### src/smpm_pkg.sv
// Shared types, register codes and reset values for the smoothed pan mixer.
// Used by every module of the block; depends on nothing.
`default_nettype none

package smpm_pkg;

    localparam int NUM_PARTS  = 4;
    localparam int PART_W     = 2;
    localparam int SAMPLE_W   = 24;
    localparam int LANE_W     = 16;
    localparam int PAN_GAIN_W = 15;
    localparam int COEF_W     = 16;
    localparam int REG_W      = 64;
    localparam int CFG_IDX_W  = 3;

    typedef logic [PART_W-1:0]            part_t;
    typedef logic signed [SAMPLE_W-1:0]   sample_t;
    typedef logic [LANE_W-1:0]            lane_t;
    typedef logic [PAN_GAIN_W-1:0]        pan_gain_t;
    typedef logic [CFG_IDX_W-1:0]         cfg_idx_t;

    localparam cfg_idx_t CFG_LEVEL_TARGETS  = 3'd0;
    localparam cfg_idx_t CFG_PAN_TARGETS    = 3'd1;
    localparam cfg_idx_t CFG_DELAY_SENDS    = 3'd2;
    localparam cfg_idx_t CFG_REVERB_SENDS   = 3'd3;
    localparam cfg_idx_t CFG_SMOOTH_COEF    = 3'd4;

    localparam part_t FIRST_PART = 2'd0;
    localparam part_t LAST_PART  = 2'd3;

    localparam logic [REG_W-1:0]  LEVEL_TARGETS_RST = 64'h4000_4000_4000_4000;
    localparam logic [REG_W-1:0]  PAN_TARGETS_RST   = 64'h0;
    localparam logic [REG_W-1:0]  DELAY_SENDS_RST   = 64'h0;
    localparam logic [REG_W-1:0]  REVERB_SENDS_RST  = 64'h0;
    localparam logic [COEF_W-1:0] SMOOTH_COEF_RST   = 16'd655;

    // one smoothed level / pan pair per part
    typedef struct packed {
        logic [LANE_W-1:0]        level;
        logic signed [LANE_W-1:0] pan;
    } smooth_entry_t;

    localparam smooth_entry_t SMOOTH_ENTRY_RST = '{level: 16'h4000, pan: 16'sh0000};

    // tag that travels down the pipeline with each part
    typedef struct packed {
        logic  valid;
        part_t part;
    } stage_ctl_t;

    typedef struct packed {
        sample_t dry_left;
        sample_t dry_right;
        sample_t delay_left;
        sample_t delay_right;
        sample_t reverb_left;
        sample_t reverb_right;
    } mix_out_t;

    function automatic lane_t get_lane(input logic [REG_W-1:0] r, input part_t p);
        return r[{p, 4'b0000} +: LANE_W];
    endfunction

endpackage

`default_nettype wire

### src/smpm_state_ram.sv
// Smoothed level and pan store, one entry per part, registered read.
// Entries never written read back as the reset values. Uses smpm_pkg.
`default_nettype none

module smpm_state_ram (
    input  wire                     aclk,
    input  wire                     aresetn,
    input  smpm_pkg::part_t         rd_addr,
    output smpm_pkg::smooth_entry_t rd_data,
    input  wire                     wr_en,
    input  smpm_pkg::part_t         wr_addr,
    input  smpm_pkg::smooth_entry_t wr_data
);

    smpm_pkg::smooth_entry_t        mem [smpm_pkg::NUM_PARTS];
    smpm_pkg::smooth_entry_t        rd_data_reg;
    logic [smpm_pkg::NUM_PARTS-1:0] valid_reg;
    logic                           rd_valid_reg;

    always_ff @(posedge aclk) begin
        if (wr_en) begin
            mem[wr_addr] <= wr_data;
        end
        rd_data_reg <= mem[rd_addr];
    end

    always_ff @(posedge aclk) begin
        if (!aresetn) begin
            valid_reg    <= '0;
            rd_valid_reg <= 1'b0;
        end else begin
            if (wr_en) begin
                valid_reg[wr_addr] <= 1'b1;
            end
            rd_valid_reg <= valid_reg[rd_addr];
        end
    end

    assign rd_data = rd_valid_reg ? rd_data_reg : smpm_pkg::SMOOTH_ENTRY_RST;

endmodule

`default_nettype wire

### config.mk
export PLATFORM = sky130hd
export DESIGN_NAME = smpm_state_ram
export DESIGN_NICKNAME = d
export VERILOG_FILES = /design/src/smpm_pkg.sv /design/src/smpm_state_ram.sv
export SDC_FILE = /design/constraint.sdc
export NUM_CORES = 1
export LEC_CHECK = 0
export ABC_AREA = 1
export BUFFER_PORTS_ARGS = -buffer_cell sky130_fd_sc_hd__buf_2
export CAP_MARGIN = 20
export CORE_ASPECT_RATIO = 0.6
export CORE_MARGIN = 3
export CORE_UTILIZATION = 35
export CTS_CLUSTER_DIAMETER = 30
export DETAILED_ROUTE_END_ITERATION = 16
export GPL_TIMING_DRIVEN = 0
export MAX_ROUTING_LAYER = met4
export PLACE_DENSITY = 0.61
export SETUP_SLACK_MARGIN = 0.02
export SYNTH_ARGS = -nofsm -noshare
export SYNTH_HDL_FRONTEND = slang
export SYNTH_SLANG_ARGS = --single-unit
### constraint.sdc
create_clock -name aclk -period 1.41 [get_ports aclk]
set_input_delay 0.141 -clock aclk [delete_from_list [all_inputs] [get_ports aclk]]
set_output_delay 0.141 -clock aclk [all_outputs]
set_load 0.05 [all_outputs]
==> results.json <==
{
  "layout.cells.most_common": "edfxtp_1",
  "holdCritPathClass": "primary input to flip-flop",
  "first_iter_violations": 253,
  "die_width_um": 173.9,
  "unrepaired_setup_endpoints_after_global_routing": "true",
  "crit_path_end_kind": "output pin",
  "synth.distinct_cells": 14,
  "finalNonFillerCells": 835,
  "antenna_violating_nets_post_route": 0,
  "final-max-slew-violation-count": 0,
  "regToRegSetupSlack_ps": 590,
  "first_pass_grt_wire_length_mm": 19.98,
  "groute.usage.overall_pct": 14.70,
  "clockBufferDepth": 2,
  "fillers": 1492,
  "h-tree-depth": 4,
  "mostFrequentLayoutCells": "edfxtp_1, nor2_1, o21ai_1",
  "mappedNetlistArea_um2": 5918,
  "grt_remaining_overflow": 0,
  "power.static_leakage_nw": 3.041,
  "drive_gt1_share_pct": 22.90,
  "final.setup.tns_ps": -70.83,
  "start_util_pct": 36.10,
  "worstSetupStartpoint": "rd_valid_reg",
  "violations": "negative setup slack",
  "floorplan.die_area_um2": 18560,
  "post-route-util_pct": 46.96,
  "dp.final_hpwl_mm": 8.005,
  "finalHoldViolCount": 0,
  "synth_seq_cells": 165,
  "cts_inserted_buffers": 17,
  "clock_tree_from_tritoncts": "done",
  "crit_path_start_kind": "flip-flop",
  "finalWirelength_mm": 12.77,
  "cp.arrival_ps": 1280,
  "diodes": 0,
  "net_total_in_the_final_layout": 633,
  "place_congestion": 0.7316,
  "cts.sink_count": 165,
  "routed-via-count": 3728,
  "avgSynthCellArea_um2": 12.51,
  "synth.net_count": 512,
  "timing.final.crit_period_ps": 1426,
  "num_rows": 36,
  "clock_transition_at_the_registers_of_the_reported_paths_ps": 60,
  "worst_pin_slew_ps": 849.1,
  "post_drt_wl_per_cell_um": 15.29,
  "run_status": "complete, but fails checks",
  "relSlewSlack_pct": 43.31,
  "worst_skew_pair_later_pin_latency_ps": 420,
  "drc": 0,
  "clock.fmax_mhz": 701.4,
  "grt_pass1_vias": 3841,
  "setup_cp_type": "flip-flop to output pin",
  "boundaryPins": 71,
  "routed_via_density": 4.465,
  "drv.max_cap_violation_count": 0,
  "number_of_endpoints_failing_setup_at_the_final_stage": 13,
  "antenna_found_initial": 0,
  "root_cell_of_the_clock_tree": "clkbuf_16",
  "critical_path.max_fanout": 10,
  "final_hold_slack_ps": 20.13,
  "worstPathRequired_ps": 1270,
  "timing.final.ws_setup_ps": -15.80,
  "layout_worst_path_cycle_share_pct": 101.1,
  "numPlacedInstances": 771,
  "yosysWarnings": 0,
  "finalClockSkew_ps": 7.379,
  "drt_pass1_iterations": 4,
  "worst_ir_drop_vdd_uv": 790.4,
  "post-cts-setup-buffer-count": 0,
  "powerDensity_nw_per_um2": 1384,
  "r2r_start": "mem[2][15]",
  "grt_max_degree": 33,
  "synth_sequential_area_ratio_pct": 77.46,
  "dieHeight_um": 106.7,
  "design.core.area_um2": 16400,
  "syn_inst": 473,
  "largest_register_ffs": 128,
  "port_buffers": 70,
  "layout-area-overhead-vs-synth_pct": 30.11,
  "hold_start": "rd_addr[1]",
  "total_power_w": 0.01066
}
worst max-delay path: stages (launching register included):
cell	delay (ps)
dfxtp_4	410
clkbuf_16	180
nand2_1	80
inv_2	60
buf_6	140
logic make-up (layout without fill, tap and decap cells):
logic type	after synthesis	in the layout	share of synthesized area [%]
AND/OR/NAND/NOR	138	138	8.880
buffers and inverters	69	203	5.116
flip-flops	165	165	77.46
AO/OA/AOI/OAI	101	101	8.541
synth_stat cells:
cell        n  area (µm²)
buf_6       1       11.26
clkbuf_1    6       22.52
o21ai_0    26       130.1
nand3_1     6       30.03
inv_1      43       161.4
o21ai_1    70       350.3
buf_2      11       55.05
edfxtp_1  128        3844
inv_2       2       7.510
nand2_1    36       135.1
dfxtp_1    37       740.7
nor2_1     96       360.4
a21oi_1     5       25.02
buf_4       6       45.04
final cells by class:
type                            instances  area (µm²)  area share [%]
Sequential cell                       165        4588           59.59
Multi-Input combinational cell        239        1041           13.52
Timing Repair Buffer                  102       897.1           11.65
Tap cell                              228       285.3           3.705
Clock buffer                           24       483.0           6.272
Inverter                               45       168.9           2.194
Buffer                                 24       187.7           2.437
Clock inverter                          8       48.80          0.6337
metrics by stage:
| step | cell area, µm² | setup WS [ps] |
|---|---|---|
| final | 7700 | -15.80 |
| after global routing | 7700 | -76.09 |
| after CTS | 7651 | -48.42 |
| after detailed placement | 6554 | -128.7 |
| after global placement | 6554 | -599.4 |
| after floorplan | 5918 | 101.4 |
where the power goes:
group	total, W	switching (W)	internal, W
sequential	0.00561	0.0000733	0.00553
clock	0.00415	0.00175	0.00240
combinational	0.000898	0.000563	0.000335
total	0.0107	0.00239	0.00827
layer usage:
metal  GRT usage [%]  part of all wire, %
met1           18.36                   45
met2           23.00                   47
met3           4.282                  7.1
met4           5.505                  1.5
met5               -                    0
final timing paths:
path | cells past startpoint | to
worst max-delay path | 4 | rd_data[14]
worst min-delay path | 3 | rd_valid_reg
worst max register to register | 4 | rd_data_reg[15]
worst min register to register | 2 | rd_data_reg[22]
timing repair:
| action | CTS | global route |
|---|---|---|
| resized for setup | 74 | 26 |
| hold buffers | 32 | 0 |
| endpoints found under the hold margin | 128 | 0 |
| endpoints found under the setup margin | 32 | 31 |
Power figures use the tool's default switching activity.
